`config.mk`:
```
export PLATFORM = sky130hd
export DESIGN_NAME = nvs_front
export DESIGN_NICKNAME = d
export VERILOG_FILES = /design/src/sv/nmru_victim_select_defines.svh /design/src/sv/nvs_pkg.sv /design/src/sv/nvs_front.sv
export SDC_FILE = /design/constraint.sdc
export NUM_CORES = 1
export LEC_CHECK = 0
export BUFFER_PORTS_ARGS = -buffer_cell sky130_fd_sc_hd__buf_2
export CAP_MARGIN = 20
export CORE_UTILIZATION = 45
export DETAILED_ROUTE_END_ITERATION = 8
export HOLD_SLACK_MARGIN = 0.06
export PLACE_DENSITY = 0.72
export SLEW_MARGIN = 20
export SYNTH_ARGS = -nofsm -noshare
export SYNTH_HDL_FRONTEND = slang
export SYNTH_SLANG_ARGS = --single-unit
export TNS_END_PERCENT = 100
```
`constraint.sdc`:
```
create_clock -name clk -period 1.9 [get_ports clk]
set_clock_uncertainty 0.1 [all_clocks]
set_input_delay 0.285 -clock clk [delete_from_list [all_inputs] [get_ports clk]]
set_output_delay 0.285 -clock clk [all_outputs]
set_load 0.01 [all_outputs]
```
`src/sv/nmru_victim_select_defines.svh`:
```
// assertion macros for the nmru victim select block
`ifndef NMRU_VICTIM_SELECT_DEFINES_SVH
`define NMRU_VICTIM_SELECT_DEFINES_SVH

// same-cycle implication, checked on every clock outside reset
`define NVS_ASSERT_IMPL(label, ante, cons) \
  label: assert property (@(posedge clk) disable iff (rst) (ante) |-> (cons)) \
    else $error("nmru victim select check failed");

// next-cycle implication, checked on every clock outside reset
`define NVS_ASSERT_NEXT(label, ante, cons) \
  label: assert property (@(posedge clk) disable iff (rst) (ante) |=> (cons)) \
    else $error("nmru victim select check failed");

`endif

```
`src/sv/nvs_pkg.sv`:
```
// shared types, codes and helpers for the nmru victim select block
`default_nettype none

package nvs_pkg;

  localparam int OP_W      = 2;
  localparam int SETIDX_W  = 6;
  localparam int WAYIDX_W  = 3;
  localparam int STAMP_W   = 32;
  localparam int LFSR_W    = 16;

  localparam logic [OP_W-1:0] OP_TOUCH  = 2'd0;
  localparam logic [OP_W-1:0] OP_INSERT = 2'd1;
  localparam logic [OP_W-1:0] OP_INVAL  = 2'd2;
  localparam logic [OP_W-1:0] OP_QUERY  = 2'd3;

  localparam logic [LFSR_W-1:0]  LFSR_TAPS    = 16'hB400;
  localparam logic [LFSR_W-1:0]  SEED_DEFAULT = 16'd1;
  localparam logic [STAMP_W-1:0] COUNT_MAX    = 32'hFFFF_FFFF;
  localparam logic [STAMP_W-1:0] COUNT_RESET  = 32'd1;

  typedef struct packed {
    logic [OP_W-1:0]     op;
    logic [SETIDX_W-1:0] set_index;
    logic [WAYIDX_W-1:0] way_index;
  } in_item_t;

  typedef struct packed {
    logic                is_victim;
    logic [WAYIDX_W-1:0] victim_way;
    logic                victim_was_invalid;
  } out_item_t;

  // work class handed from front to back
  typedef enum logic [2:0] {
    KIND_NOP,
    KIND_TOUCH,
    KIND_INSERT,
    KIND_INVAL,
    KIND_QUERY
  } kind_t;

  function automatic logic [LFSR_W-1:0] lfsr_step(input logic [LFSR_W-1:0] v);
    logic [LFSR_W-1:0] nxt;
    nxt = v >> 1;
    if (v[0]) begin
      nxt = nxt ^ LFSR_TAPS;
    end
    return nxt;
  endfunction

  // a zero seed would lock the generator
  function automatic logic [LFSR_W-1:0] seed_fix(input logic [LFSR_W-1:0] s);
    return (s == '0) ? SEED_DEFAULT : s;
  endfunction

endpackage

`default_nettype wire

```
`src/sv/nvs_front.sv`:
```
// front end: accepts items, classifies them, stamps them and draws the random value
`default_nettype none

module nvs_front import nvs_pkg::*; #(
  parameter int WAYS = 8,
  parameter int SETS = 64
) (
  input  wire logic                                    clk,
  input  wire logic                                    rst,
  input  wire in_item_t                                request,
  input  wire logic                                    push,
  output logic                                         full,
  input  wire logic                                    cfg_we,
  input  wire logic [LFSR_W-1:0]                       cfg_data,
  input  wire logic                                    mid_full,
  input  wire logic                                    clearing,
  output logic                                         mid_push,
  output kind_t                                        mid_kind,
  output logic [((SETS > 1) ? $clog2(SETS) : 1)-1:0]  mid_set,
  output logic [$clog2(WAYS)-1:0]                      mid_way,
  output logic [STAMP_W-1:0]                           mid_stamp,
  output logic [LFSR_W-1:0]                            mid_rnd
);

  localparam int SET_W   = (SETS > 1) ? $clog2(SETS) : 1;
  localparam int WAY_W   = $clog2(WAYS);
  localparam int SET_IN_N = 2 ** SETIDX_W;

  logic [STAMP_W-1:0] event_count;
  logic [LFSR_W-1:0]  pick_lfsr;
  logic               accept;
  logic               way_ok;
  kind_t              kind;
  logic [SET_W-1:0]   set_lut [SET_IN_N];

  // set index folded onto the configured number of sets
  for (genvar g = 0; g < SET_IN_N; g++) begin : g_set_lut
    assign set_lut[g] = SET_W'(g % SETS);
  end

  assign full   = mid_full | clearing;
  assign accept = push & ~full;
  assign way_ok = (int'(request.way_index) < WAYS);

  always_comb begin
    case (request.op)
      OP_TOUCH:  kind = way_ok ? KIND_TOUCH  : KIND_NOP;
      OP_INSERT: kind = way_ok ? KIND_INSERT : KIND_NOP;
      OP_INVAL:  kind = way_ok ? KIND_INVAL  : KIND_NOP;
      OP_QUERY:  kind = KIND_QUERY;
      default:   kind = KIND_NOP;
    endcase
  end

  assign mid_push  = accept;
  assign mid_kind  = kind;
  assign mid_set   = set_lut[request.set_index];
  assign mid_way   = WAY_W'(request.way_index);
  assign mid_stamp = event_count;
  assign mid_rnd   = pick_lfsr;

  always_ff @(posedge clk) begin
    if (rst) begin
      event_count <= COUNT_RESET;
      pick_lfsr   <= SEED_DEFAULT;
    end else begin
      if (cfg_we) begin
        pick_lfsr <= seed_fix(cfg_data);
      end else if (accept && kind == KIND_QUERY) begin
        pick_lfsr <= lfsr_step(pick_lfsr);
      end
      // saturating item counter
      if (accept && event_count != COUNT_MAX) begin
        event_count <= event_count + 1'b1;
      end
    end
  end

endmodule

`default_nettype wire

```
# == Word-level counts from Yosys, hierarchy flattened ==
# Memory sizes are Yosys's and may differ from the RTL's.
# Cells that the tools add are included.
# totals
in_bits,33
word_cells,27
register_bits,48
output_inout_bits,62
n_memories,1
rom_bits,384
# memory_table
memory,words,word_bits,read_ports,rd_ports_with_merged_regs,wr,line,source
(no name shown),64,6,1,0,0,nvs_front.sv:57,assign mid_set = set_lut[request.set_index];
# classes
n_eq_ne,5
n_reduce_logical,5
add_sub_neg,1
n_bitwise,5
muxes,7
n_lt_le_gt_ge,1
# ops
cell,n
two-way mux 16 bit,4
"adder 32 x 1 -> 32 bit, second input constant",1
"inequality test 32 bit, second input constant",1
logical NOT 16 bit,1
two-way mux 6 bit,2
case mux 3 bit (4 select lines),1
"greater-or-equal comparator 7 bit, second input constant",1
inverter 6 -> 7 bit,1
"== test 2 bit, second input constant",2
inverter 3 -> 4 bit,1
"== test 3 bit, second input constant",1
"== test 2 x 1 -> 1 bit, second input constant",1
logical AND 1 bit,2
logical NOT 2 bit,1
nonzero test 2 bit,1
AND 1 bit,1
inverter 1 bit,1
OR 1 bit,1

# == Longest topological paths before layout ==
# logic_depth
depth_word,6
mapped_depth,8
mapped_depth_nobuf,7

# == Worst setup path after synthesis ==
# Ideal clock, no wire load.
# synth_path
path_kind,register -> register
from,register event_count[0] (netlist: mid_stamp[0])
to,register event_count[29] (netlist: mid_stamp[29])
path_slack_ns,-0.162
setup_time_ns,0.115
arrival_ns,1.847
path_buffers,2
path_stages_with_launch,9
path_cell_list,dfxtp_1 ha_1 and4_1 buf_2 nand2_4 o31ai_4 buf_4 nor4_1 o21ba_2
# synth_via
elab_chain_cells,2
# synth_rtl
element,line,source
start: declaration,nvs_front.sv:29,logic [STAMP_W-1:0] event_count;
start signal: assignment,nvs_front.sv:74,event_count <= event_count + 1'b1;
branches (longest 2 deep; another with adder 32 x 1 -> 32 bit),-,
# Parallel ways; which one is timed is not known.
# A chain may end at the register's enable or synchronous reset.

# == Worst setup path in the final report ==
# layout_path
from,register event_count[30] (netlist: mid_stamp[30])
to,register event_count[25] (netlist: mid_stamp[25])
# layout_via
elab_chain_cells,2
# layout_rtl
element,line,source
inequality test 32 bit,nvs_front.sv:73,if (accept && event_count != COUNT_MAX) begin
logical AND 1 bit,nvs_front.sv:73,
# Every way passes these cells.

==> flow_metrics.env <==
export IMPL_final_routed_wirelength_across_all_metal_layers_um=6590
export IMPL_synth_edff_count=0
export IMPL_run_status="finished clean"
export IMPL_synth_seq_area_share=0.363
export IMPL_core_um2=5570
export IMPL_finalSetupTns_ps=0
export IMPL_synth_flop_cell="sky130_fd_sc_hd__dfxtp_1"
export IMPL_detail_route_vias_per_cell=5.58
export IMPL_setup_worst_path_end_class="register"
export IMPL_power_share_clock=0.336
export IMPL_cellLeakagePower_uw=0.00146
export IMPL_insertedDiodeCount=0
export IMPL_groute_layer_met3_usage=0.0442
export IMPL_layout_common_cells="76 x sky130_fd_sc_hd__buf_2, 40 x sky130_fd_sc_hd__a21oi_1, 40 x sky130_fd_sc_hd__buf_4"
export IMPL_cts_sink_count=48
export IMPL_multi_input_gate_area_in_the_final_layout_um2=1530
export IMPL_vias=2699
export IMPL_post_synth_instance_area_um2=2640
export IMPL_detail_route_first_pass_iterations=4
export IMPL_slew_limit_headroom=0.580
export IMPL_crit_family="simple AND/OR/NAND/NOR gates"
export IMPL_grt_max_degree=33
export IMPL_dp_cells=476
export IMPL_cts_root_buffer="sky130_fd_sc_hd__clkbuf_8"
export IMPL_actual_transition_at_the_worst_max_transition_pin_ps=631
export IMPL_overflow=0
export IMPL_seqPwrFrac=0.556
export IMPL_critical_path_class="reg -> reg"
export IMPL_grt_setup_unrepaired="true"
export IMPL_p_switching_uw=465
export IMPL_avgRoutedWirePerCell_um=13.6
export IMPL_areaGrowthSynthToFinish_pct=30.6
export IMPL_leading_cell_type_in_the_layout_fill_and_taps_excluded="sky130_fd_sc_hd__buf_2"
export IMPL_finalWeightedCongestion=0.815
export IMPL_switching_part_of_the_total=0.247
export IMPL_chipHeight_um=78.7
export IMPL_stdcell_count=484
export IMPL_tritoncts="yes"
export IMPL_flip_flop_and_latch_area_um2=976
export IMPL_synthesis_instances=312
export IMPL_grt_pass1_vias=2560
export IMPL_number_of_max_slew_violations_in_the_final_report=0
export IMPL_path_buf_inv=1
export IMPL_fp_dieArea_um2=6190
export IMPL_number_of_antenna_violating_nets_in_the_routed_design=0
export IMPL_placedInstanceArea_um2=3310
export IMPL_initial_utilization=0.474
export IMPL_maxCapViolations=0
export IMPL_timing_critical_path_required_ps=2040
export IMPL_hold_buffers=0
export IMPL_timing_fmax_ghz=0.544
export IMPL_postLayoutCellArea_um2=3450
export IMPL_hp_class="in -> reg"
export IMPL_synth_area_top_cells="sky130_fd_sc_hd__dfxtp_1 36%, sky130_fd_sc_hd__a21oi_1 8.0%, sky130_fd_sc_hd__mux2i_1 4.9%, sky130_fd_sc_hd__nor2_1 4.8%, sky130_fd_sc_hd__or3_1 4.0%"
export IMPL_crit_path_cell_chain="and4_1, nand4_2, o31ai_4, buf_6, or4_1, a21oi_2"
export IMPL_cts_reportedPaths_clkPinSlew_ps=90
export IMPL_drive_above_1_share=0.393
export IMPL_p_per_area_nw_per_um2=545
export IMPL_timing_critical_path_arrival_ps=1980
export IMPL_critical_path_peak_fanout=16
export IMPL_detail_route_iter0_violations=121
export IMPL_netlist_area_leader_share=0.363
export IMPL_critPathMaxStageDelay_ps=520
export IMPL_worst_setup_path_start_kind="register"
export IMPL_tritoncts_buffer_count=5
export IMPL_max_vdd_ir_drop_mv=0.317
export IMPL_grtUsageTotal=0.223
export IMPL_met2_usage_in_global_routing=0.381
export IMPL_io_pins=95
export IMPL_avgSynthCellArea_um2=8.47
export IMPL_internal_power_uw=1420
export IMPL_use_met1=0.267
export IMPL_number_of_drc_violations_after_detailed_routing=0
export IMPL_dp_final_hpwl_um=4770
export IMPL_rows=27
export IMPL_cts_root_to_sink_buffers=2
export IMPL_finalSetupViolations=0
export IMPL_grt_pass1_wl_um=11100
export IMPL_critPathSlowestCell="sky130_fd_sc_hd__or4_1"
export IMPL_power_combinational_fraction=0.108
export IMPL_async_reset_ff_frac=0
export IMPL_die_width_um=78.7
export IMPL_final_hold_viol_count=0
export IMPL_gr_busiest_metal="met2"
export IMPL_clock_insertion_delay_worst_skew_ps=300
export IMPL_antenna_found_initial=0
export IMPL_synth_yosys_warnings=0
export IMPL_ctsHtreeMaxLevel=2
export IMPL_timing_final_crit_share=0.968
export IMPL_placement_io_buffers=76
export IMPL_synth_area_leader_cell="sky130_fd_sc_hd__dfxtp_1"
export IMPL_nFillCells=513
export IMPL_ys_seq_elements=48
export IMPL_final_nets=449
export IMPL_number_of_distinct_library_cell_variants_in_the_gate_level_netlist_after_synthesis=46
export IMPL_post_synthesis_net_count=350
export IMPL_finalWorstPathRequiredPeriod_ps=1840
[power groups by stage]
stage               Clock [uW]  Sequential, uW  Combinational [uW]
finish                     632            1050                 204
global route               682            1050                 226
CTS                        648            1050                 201
detailed placement           0            1070                 199
global placement             0            1070                 196
floorplan                    0            1080                 118
[cell families (layout without fill, tap and decap cells)]
| group | Yosys count | count (layout) | share of synthesized area |
|---|---|---|---|
| fa+ha+maj | 5 | 5 | 0.0237 |
| buf+inv | 33 | 133 | 0.0809 |
| flops | 48 | 48 | 0.363 |
| compound gates | 81 | 81 | 0.186 |
| xor+xnor | 5 | 5 | 0.0166 |
| mux | 13 | 13 | 0.0492 |
| simple gates | 127 | 127 | 0.280 |
[layout make-up]
cell class | count | area share
Clock buffer | 8 | 0.0261
Inverter | 5 | 0.00544
Tap cell | 72 | 0.0261
Sequential cell | 48 | 0.283
Timing Repair Buffer | 120 | 0.215
Multi-Input combinational cell | 231 | 0.444
[per-stage QoR]
step                      hold slack (ps)  utilization  total power, uW  setup WS [ps]
after floorplan                       324            -             1200           2.58
after global placement                389        0.593             1260          -28.6
after detailed placement              396        0.593             1270          -91.5
after CTS                             114        0.611             1890           5.68
after global routing                  144        0.619             1960          -22.3
final                                 122        0.619             1880           60.1
[state kept, by name, indices dropped and copies added (netlist names)]
name	flops
mid_rnd	16
mid_stamp	32
[final timing paths]
path / from / to / slack, ps / cells after the start
worst max-delay path: mid_stamp[30] / mid_stamp[25] / 60 / 6
worst min-delay path: cfg_data[9] / mid_rnd[9] / 120 / 3
worst min register to register: mid_stamp[9] / mid_stamp[9] / 400 / 2
worst max register to register: mid_stamp[30] / mid_stamp[25] / 60 / 6
[cell usage after synthesis, types with 2 or more instances]
master                     number
sky130_fd_sc_hd__a211oi_1       4
sky130_fd_sc_hd__a21oi_1       42
sky130_fd_sc_hd__and2_1         2
sky130_fd_sc_hd__and2_2         2
sky130_fd_sc_hd__and3_1         7
sky130_fd_sc_hd__and4_1         6
sky130_fd_sc_hd__buf_2          4
sky130_fd_sc_hd__buf_4         13
sky130_fd_sc_hd__buf_6          3
sky130_fd_sc_hd__clkbuf_1       6
sky130_fd_sc_hd__dfxtp_1       48
sky130_fd_sc_hd__ha_1           5
sky130_fd_sc_hd__inv_1          5
sky130_fd_sc_hd__mux2i_1       13
sky130_fd_sc_hd__nand2_1       12
sky130_fd_sc_hd__nand3_1        9
sky130_fd_sc_hd__nand4_1       10
sky130_fd_sc_hd__nor2_1        34
sky130_fd_sc_hd__nor2b_1        2
sky130_fd_sc_hd__nor4_1         5
sky130_fd_sc_hd__o21ai_0       19
sky130_fd_sc_hd__o21ba_2        2
sky130_fd_sc_hd__o31a_1         2
sky130_fd_sc_hd__o31ai_1        7
sky130_fd_sc_hd__o31ai_4        2
sky130_fd_sc_hd__or2_2          2
sky130_fd_sc_hd__or3_1         17
sky130_fd_sc_hd__or4_1          8
sky130_fd_sc_hd__xnor2_1        3
sky130_fd_sc_hd__xor2_1         2
[routing by layer]
metal / vias up / share of wire
met5: - / 0
li1: 1339 / -
met1: 1273 / 0.46
met4: 0 / 0.015
met2: 78 / 0.49
met3: 9 / 0.042
[what timing repair did]
action                     in CTS  in global routing
gates resized for setup         3                 17
pin swaps                       0                  5
buffers inserted                0                  0
setup endpoints to repair      18                 18
gates cloned                    0                  0
[worst min-delay path: cells and delay by family]
family,cells,cell delay (ps)
compound gates,1,60
buf+inv,1,90
simple gates,1,70
Note: power is estimated with default switching activity, not from simulation.
