==> src/sv/nmru_victim_select_defines.svh <==
// assertion macros for the nmru victim select block
`ifndef NMRU_VICTIM_SELECT_DEFINES_SVH
`define NMRU_VICTIM_SELECT_DEFINES_SVH

// same-cycle implication, checked on every clock outside reset
`define NVS_ASSERT_IMPL(label, ante, cons) \
  label: assert property (@(posedge clk) disable iff (rst) (ante) |-> (cons)) \
    else $error("nmru victim select check failed");

// next-cycle implication, checked on every clock outside reset
`define NVS_ASSERT_NEXT(label, ante, cons) \
  label: assert property (@(posedge clk) disable iff (rst) (ante) |=> (cons)) \
    else $error("nmru victim select check failed");

`endif

==> src/sv/nvs_fifo.sv <==
// small synchronous fifo used between the block's stages
`default_nettype none

module nvs_fifo #(
  parameter int WIDTH = 8,
  parameter int DEPTH = 2
) (
  input  wire logic             clk,
  input  wire logic             rst,
  input  wire logic             wr_en,
  input  wire logic [WIDTH-1:0] wr_data,
  input  wire logic             rd_en,
  output logic      [WIDTH-1:0] rd_data,
  output logic                  full,
  output logic                  empty
);

  localparam int PTR_W = $clog2(DEPTH);
  localparam int CNT_W = $clog2(DEPTH + 1);

  logic [WIDTH-1:0] mem [DEPTH];
  logic [PTR_W-1:0] wr_ptr;
  logic [PTR_W-1:0] rd_ptr;
  logic [CNT_W-1:0] count;
  logic             do_wr;
  logic             do_rd;

  assign full    = (count == CNT_W'(DEPTH));
  assign empty   = (count == '0);
  assign do_wr   = wr_en & ~full;
  assign do_rd   = rd_en & ~empty;
  assign rd_data = mem[rd_ptr];

  always_ff @(posedge clk) begin
    if (do_wr) begin
      mem[wr_ptr] <= wr_data;
    end
  end

  always_ff @(posedge clk) begin
    if (rst) begin
      wr_ptr <= '0;
      rd_ptr <= '0;
      count  <= '0;
    end else begin
      if (do_wr) begin
        wr_ptr <= (wr_ptr == PTR_W'(DEPTH - 1)) ? '0 : wr_ptr + 1'b1;
      end
      if (do_rd) begin
        rd_ptr <= (rd_ptr == PTR_W'(DEPTH - 1)) ? '0 : rd_ptr + 1'b1;
      end
      if (do_wr && !do_rd) begin
        count <= count + 1'b1;
      end else if (do_rd && !do_wr) begin
        count <= count - 1'b1;
      end
    end
  end

endmodule

`default_nettype wire

==> config.mk <==
export PLATFORM = sky130hd
export DESIGN_NAME = nvs_fifo
export DESIGN_NICKNAME = d
export VERILOG_FILES = /design/src/sv/nmru_victim_select_defines.svh /design/src/sv/nvs_fifo.sv
export SDC_FILE = /design/constraint.sdc
export NUM_CORES = 1
export LEC_CHECK = 0
export ABC_AREA = 0
export ABC_CLOCK_PERIOD_IN_PS = 4400
export BUFFER_PORTS_ARGS = -buffer_cell sky130_fd_sc_hd__buf_4
export CAP_MARGIN = 20
export CORE_MARGIN = 2
export CORE_UTILIZATION = 53
export CTS_BUF_LIST = sky130_fd_sc_hd__clkbuf_8
export DETAILED_ROUTE_END_ITERATION = 10
export PLACE_DENSITY_LB_ADDON = 0.2
export SLEW_MARGIN = 20
export SYNTH_ARGS = -nofsm -noshare
export SYNTH_HDL_FRONTEND = slang
export SYNTH_SLANG_ARGS = --single-unit
==> constraint.sdc <==
create_clock -name clk -period 4.4 [get_ports clk]
set_input_delay 0.44 -clock clk [delete_from_list [all_inputs] [get_ports clk]]
set_output_delay 0.44 -clock clk [all_outputs]
set_load 0.01 [all_outputs]
; ---- Word-level counts from Yosys, hierarchy flattened
; Memories as Yosys holds them, arrays and structs flattened. A register that Yosys moved wholly into a read port is not among the register bits.
; Cells that the tools add are included.
[word_totals]
mem_count = 1
romBits = 0
output_inout_bits = 10
mem_bits_rw = 16
latch_bits = 0
reg_bits = 4
in_bits = 12
[mem_list]
columns = name, depth, width, read_ports, rd_clocked_by_memory_dff, write_ports, line
row1 = mem, 2, 8, 1, 1, 1, nvs_fifo.sv:21  ; logic [WIDTH-1:0] mem [DEPTH];
[classes]
n_div = 0
muxes = 8
add_sub_neg = 4
n_reduce_logical = 6
n_shift = 0
mul = 0
bitwise_logic = 4
n_lt_le_gt_ge = 0
eq_ne = 1
[ops]
columns = op, count
row1 = 2-to-1 mux 1 bit, 6
row2 = 2-to-1 mux 2 bit, 2
row3 = adder 1 bit (second input constant), 2
row4 = adder 2 x 1 -> 2 bit (second input constant), 1
row5 = bitwise AND 1 bit, 2
row6 = equality test 2 bit (second input constant), 1
row7 = logical AND 1 bit, 2
row8 = zero test 1 bit, 2
row9 = zero test 2 bit, 1
row10 = inverter 1 bit, 2
row11 = nonzero test 2 bit, 1
row12 = subtractor 2 x 1 -> 2 bit (second input constant), 1

; ---- Logic depth before layout (Yosys ltp)
; Gate-level depths: netlist of the first run.
[depth]
ltp_word = 7
ltp_mapped = 6
ltp_nobuf = 6

; ---- Worst setup path before layout of the first run
; OpenSTA, ideal clock, no wires.
[synth_timing]
kind = reg-to-reg
from = reg count[1]
to = reg count[1]
period_less_slack_ns = 1.492
setup_ns = 0.070
n_path_buf = 0
t_arrival_ns = 1.422
t_required_ns = 4.330
path_stages_with_launch = 6
setup_slack_ns = 2.908
path_cell_list = dfxtp_1 > nor2b_2 > nor2_1 > ha_1 > or3_1 > a21oi_1
[synth_via]
elab_chain_len = 6
word_cells_on_any_way = 15
[synth_rtl]
columns = element, line
row1 = "start, declared", nvs_fifo.sv:24  ; logic [CNT_W-1:0] count;
row2 = "start signal, assigned", nvs_fifo.sv:53  ; count <= count + 1'b1;
row3 = "start signal, assigned", nvs_fifo.sv:55  ; count <= count - 1'b1;
row4 = equality test 2 bit (*), nvs_fifo.sv:28  ; assign full = (count == CNT_W'(DEPTH));
row5 = named net full, nvs_fifo.sv:14  ; output logic full,
row6 = inverter 1 bit (*), nvs_fifo.sv:30  ; assign do_wr = wr_en & ~full;
row7 = bitwise AND 1 bit (*), nvs_fifo.sv:30
row8 = zero test 1 bit, nvs_fifo.sv:54  ; end else if (do_rd && !do_wr) begin
row9 = logical AND 1 bit, nvs_fifo.sv:54
row10 = nonzero test 2 bit (no line), n/a
; Mark *: on every way through the listed nets, which the timed path passes. The rest lies on a longest branch. The select of a mux whose other input is x is not followed.
; A chain may end at the register's enable or synchronous reset.

==> key figures, run 1 <==
Clocking
  – Clock Tree Root: clkbuf_8
  – H-Tree Depth: 1
  – Clk buf depth: 2
  – CTS tree: built
  – Worst-skew pair later-pin latency: 0.25 ns
  – Cts-stage hold buffer count: 0
  – Num Clock Sinks: 21
  – Post-CTS setup buffers: 0
  – Clk slew on worst S/H paths: around 0.070 ns
  – Num CTS Buffers: 3
  – Post-CTS Resized: 0

Worst setup path
  – Cell Chain, Critical Path: mux2_2, buf_4
  – CP Data Arrival Time: about 1.3 ns
  – Delay-heaviest family, CP: flip-flops
  – Worst Path Required: slightly below 4 ns
  – Critical path endpoint category: output port
  – R2R cell count: 5
  – Setup crit start kind: flip-flop
  – R2r setup slk: between 2 and 3 ns
  – Buf/Inv on CP: 1
  – Reg2reg end: count[1]
  – Stages on worst setup path: 2
  – Slowest cell on the critical path: dfxtp_1
  – Critical path class: flip-flop to output port
  – Crit Path Max Fanout: 8
  – Max incr delay on CP: approximately 0.55 ns
  – Worst r2r src: count[1]

Synthesis
  – Syn nets: between 60 and 70
  – Sequential share of the synthesized area: about three quarters
  – Yosys top cell area share: 60.6%
  – Top post-synthesis cells by area: edfxtp_1, dfxtp_1, mux2_2
  – Yosys warnings: 0
  – Synthesized instance count: 50
  – Post-synthesis cell area: 793 µm²
  – Unique masters post-synth: 13
  – Top cell type by total area after synthesis: edfxtp_1
  – Avg Cell Area, Syn: approximately 16 µm²
  – Seq cells post-synth: 21

Route
  – TritonRoute pass-1 iters: 3
  – DR vias: between 400 and 500
  – Via density: a little over 5
  – Drt first-iter violations: 4
  – Drt wl/cell: roughly 14 µm
  – DRT Wirelength: 1220 µm
  – DRC viols: 0
  – Post-DRT Antenna Nets: 0

Hold path
  – Hold_sp: wr_data[4]
  – Worst hold path type: primary input to flip-flop
  – Hold Path Cell Cnt: 1
  – Hold Crit Endpoint: mem[0][4]

Die
  – # IOs: 22
  – Die H: around 43 µm
  – Die width: 42.7 µm
  – Initial Util: between 50% and 60%
  – Rows: 13
  – Die area: between 0.0015 and 0.002 mm²
  – CORE AREA: 0.00135 mm²

STA
  – Slew Viols, Final: 0
  – RSZ-0062 raised after global routing: false
  – Setup tns final: 0 ns
  – Tmin final: ~1.8 ns
  – Slew @ Worst Pin: approximately 0.38 ns
  – Tcrit/Tclk final: approximately two fifths
  – Final hold slack: about 0.37 ns
  – Fmax: between 500 and 600 MHz
  – # setup viols final: 0
  – Final hold violations: 0
  – Clock Skew: between 0.0008 and 0.0009 ns
  – Rel. slew slack: 74.5%

Pwr
  – VDD IR max: between 0.3 and 0.4 mV
  – Lkg Pwr: between 0.4 and 0.5 nW
  – Pwr dens: between 500 and 600 mW/mm²
  – Power after layout: between 500 and 600 µW

Finish
  – Multi-input gate area: 200 µm²
  – Reg area: a little under 600 µm²
  – Share of layout cells above drive strength 1: 44.6%
  – # diodes: 0
  – Final #Nets: slightly below 90
  – Layout overhead on the synthesized area: 27.3%
  – Fillcell total: between 90 and 100

Global routing
  – Largest net degree at the start of global routing: 12
  – Vias in the first global route: 460
  – Grt ovf: 0
  – GRT Total Usage: between 10% and 20%
  – First-pass GRT wire length: a little over 2000 µm
  – Initial antenna violation count: 0

Placement
  – HPWL Detailed: slightly above 900 µm
  – Number of port buffers: 21
  – Final GP Congestion: slightly below 0.7

Outcome
  – Outcome: completed

Flow run
  – Max Cap Violations: 0
-- layout by cell type (no fill, tap or decap) --
cell type / instances
o21ai_0: 3
and2_1: 1
clkbuf_8: 3
mux2_2: 8
dfxtp_1: 5
xor2_1: 3
ha_1: 1
buf_4: 21
a21oi_1: 2
nor2_1: 5
or3_1: 2
nor2b_2: 1
edfxtp_1: 16
inv_1: 3
-- registers in the layout, summed over array words and instances (netlist names), named ones only --
signal  cells
count       2
mem        16
rd_ptr      1
wr_ptr      1
-- cell families (layout without fill, tap and decap cells) --
kind of cell,count (synthesis),after routing,share of synthesized area (%)
muxes,8,8,11.4
and+or+nand+nor,9,9,5.84
AOI/OAI and AO/OA,5,5,3.15
adders and majority gates,1,1,1.58
xor gates and xnor gates,3,3,3.31
buffers and inverters,3,27,1.58
DFF,21,21,73.2
-- layout make-up --
class | count | area share (%)
Sequential cell | 21 | 57.5
Clock buffer | 3 | 4.09
Tap cell | 15 | 1.86
Timing Repair Buffer | 21 | 15.6
Clock inverter | 1 | 0.372
Inverter | 2 | 0.743
Multi-Input combinational cell | 26 | 19.8
-- metal layers --
| layer | part of all wire [%] | up-vias | track usage (%) |
|---|---|---|---|
| met5 | 0 | - | 0 |
| li1 | - | 229 | - |
| met2 | 51 | 14 | 28.5 |
| met1 | 43 | 210 | 16.9 |
| met4 | 0.49 | 0 | 7.50 |
| met3 | 5.3 | 2 | 2.98 |
-- cells in the mapped netlist --
library cell,count
buf_2,1
or3_1,2
inv_1,2
mux2_2,8
xor2_1,3
nor2_1,5
and2_1,1
nor2b_2,1
dfxtp_1,5
a21oi_1,2
ha_1,1
edfxtp_1,16
o21ai_0,3
-- worst max-delay path by stage --
stage                   start    endpoint  slack [ns]
floorplan            count[1]    count[1]        2.91
global placement        rd_en    count[1]        2.86
detailed placement      rd_en    count[1]        2.81
CTS                 flip-flop  rd_data[6]        2.63
global route        flip-flop  rd_data[6]        2.59
finish              flip-flop  rd_data[6]        2.63
-- worst reg2reg max path: cells and delay by family (launching register included) --
kind	cells	cell delay, ns
flops	1	0.38
fa+ha+maj	1	0.31
simple gates	3	0.68
compound gates	1	0.13
-- report_power, final --
part | switching (mW) | internal [mW] | leakage (nW)
registers | 0.0269 | 0.253 | 0.191
logic | 0.0790 | 0.0977 | 0.190
clock network | 0.0533 | 0.0618 | 0.0269
total | 0.159 | 0.413 | 0.408
-- stage by stage --
step / utilization (%) / area, µm² / setup slack, ns / instances
CTS: 74.8 / 1010 / 2.63 / 89
floorplan: - / 793 / 2.91 / 50
global route: 74.8 / 1010 / 2.59 / 89
finish: 74.8 / 1010 / 2.63 / 89
detailed placement: 71.5 / 965 / 2.81 / 85
global placement: 71.5 / 965 / 2.86 / 85
Note: power is estimated with default switching activity, not from simulation.
==> inputs of run 2 (changes only) <==
ABC_CLOCK_PERIOD_IN_PS = 1800   (was 4400)
CORE_UTILIZATION = 52   (was 53)
clock period = 1.8 ns   (was 4.4 ns; I/O delays follow)
==> run 2 against run 1 <==
  * Register-to-register slack got worse by 2.6 ns
  * Core utilization fell by 6.0 points
  * First-iteration DRC count fell by 50%
==> key figures, run 2 (synthesis results as in run 1) <==
Hold path
  – Hold_sp: wr_data[7]
  – Worst hold path type: primary input to flip-flop

Clocking
  – Post-CTS Resized: 0
  – CTS tree: built
  – Num Clock Sinks: 21
  – Clk slew on worst S/H paths: 0.08 ns
  – Worst-skew pair later-pin latency: 0.26 ns
  – Num CTS Buffers: 3
  – Cts-stage hold buffer count: 0
  – H-Tree Depth: 1
  – Clock Tree Root: clkbuf_8
  – Clk buf depth: 2
  – Post-CTS setup buffers: 0

STA
  – Slew Viols, Final: 0
  – Final hold violations: 0
  – Tmin final: about 1.5 ns
  – RSZ-0062 raised after global routing: false
  – # setup viols final: 0
  – Fmax: roughly 650 MHz
  – Final hold slack: ~0.10 ns
  – Rel. slew slack: between 70% and 80%
  – Slew @ Worst Pin: roughly 0.38 ns
  – Tcrit/Tclk final: between 80% and 90%
  – Setup tns final: 0 ns
  – Clock Skew: a little under 0.009 ns

Worst setup path
  – Critical path class: flip-flop to flip-flop
  – Setup crit start kind: flip-flop
  – Worst Path Required: 1.99 ns
  – CP Data Arrival Time: approximately 1.7 ns
  – R2r setup slk: roughly 0.26 ns
  – Crit path from: count[1]
  – Crit Path Max Fanout: 5
  – Critical path endpoint category: flip-flop
  – Worst r2r src: count[1]

Die
  – Initial Util: 53.9%
  – # IOs: 22
  – CORE AREA: roughly 0.0015 mm²
  – Die H: 43.1 µm
  – Die area: ~0.0019 mm²
  – Rows: 14
  – Die width: about 43 µm

Global routing
  – GRT Total Usage: between 10 and 15%
  – Largest net degree at the start of global routing: 13
  – Vias in the first global route: ~440
  – Grt ovf: 0
  – First-pass GRT wire length: 1880 µm
  – Initial antenna violation count: 0

Placement
  – HPWL Detailed: between 800 and 900 µm
  – Number of port buffers: 21
  – Final GP Congestion: 0.696

Finish
  – Largest register FFs: 16
  – # diodes: 0
  – Largest Register: mem
  – Commonest non-fill, non-tap cell in the layout: buf_4
  – Most frequent cells in the layout: buf_4, edfxtp_1, mux2_2
  – Layout overhead on the synthesized area: 27.6%
  – Fin util: between 60% and 70%
  – Final #Nets: 88
  – Top flop regs: mem (16), count (2)
  – Fillcell total: approximately 110
  – Share of layout cells above drive strength 1: roughly 46%

Route
  – Drt first-iter violations: 2
  – DRT Wirelength: about 1100 µm
  – Drt wl/cell: 12.8 µm
  – DRC viols: 0
  – TritonRoute pass-1 iters: 2
  – Post-DRT Antenna Nets: 0
  – DR vias: approximately 440
  – Via density: slightly below 5

Pwr
  – Pwr dens: 1390 mW/mm²
  – Sw Share: between 20 and 30%
  – Combinational share of power: roughly 30%
  – Seq pwr share: 48.3%
  – Lkg Pwr: 0.406 nW
  – VDD IR max: slightly above 0.8 mV
  – Internal Power: between 1 and 1.5 mW
  – Clk pwr share: 21.0%
  – Net Sw Power: ~400 µW

Flow run
  – Max Cap Violations: 0

Outcome
  – Outcome: completed
## run 2: cell types whose count changed in the layout (fill, tap and decap cells not counted)
cell / change
clkinv_2: +1
inv_1: -1
## run 2: final cells by class
| cell class | instances | area (µm²) | area share (%) |
|---|---|---|---|
| clock buffers | 3 | 41.3 | 4.08 |
| clock inverters | 1 | 5.00 | 0.494 |
| inverters | 2 | 7.51 | 0.742 |
| multi-input cells | 26 | 200 | 19.8 |
| flip-flops and latches | 21 | 581 | 57.4 |
| well taps | 16 | 20.0 | 1.98 |
| repair buffers | 21 | 158 | 15.6 |
## run 2: through the flow
step                      std cells  setup slack [ns]  total power [mW]  instance area, µm²
after floorplan                  50             0.308             0.945                 793
after CTS                        90             0.254              1.42                1010
after global routing             90             0.152              1.49                1010
after detailed placement         86             0.280              1.13                 966
after global placement           86             0.301              1.12                 966
final                            90             0.264              1.40                1010
## run 2: power by group through the flow
stage               clock (mW)  combinational (mW)  sequential (mW)
detailed placement           0               0.435            0.692
finish                   0.295               0.431            0.679
floorplan                    0               0.286            0.660
CTS                      0.305               0.438            0.682
global placement             0               0.426            0.690
global route             0.326               0.472            0.691
## run 2: per-layer routing
metal | vias up | part of all wire (%) | track usage [%]
met3 | 2 | 4.4 | 4.26
li1 | 228 | - | -
met2 | 12 | 52 | 24.5
met4 | 0 | 1.5 | 10.9
met5 | - | 0 | 0
met1 | 197 | 42 | 16.0
## run 2: worst paths after layout
kind	depth (start not counted)	to
worst max-delay path	5	count[1]
worst min register to register	2	wr_ptr
worst min-delay path	1	mem[1][7]
worst max register to register	5	count[1]
## run 2: critical path, stage by stage (launching register included)
cell and delay, ns:
dfxtp_1 0.37, nor2b_2 0.22, nor2_1 0.07, ha_1 0.31, or3_1 0.37, a21oi_1 0.13
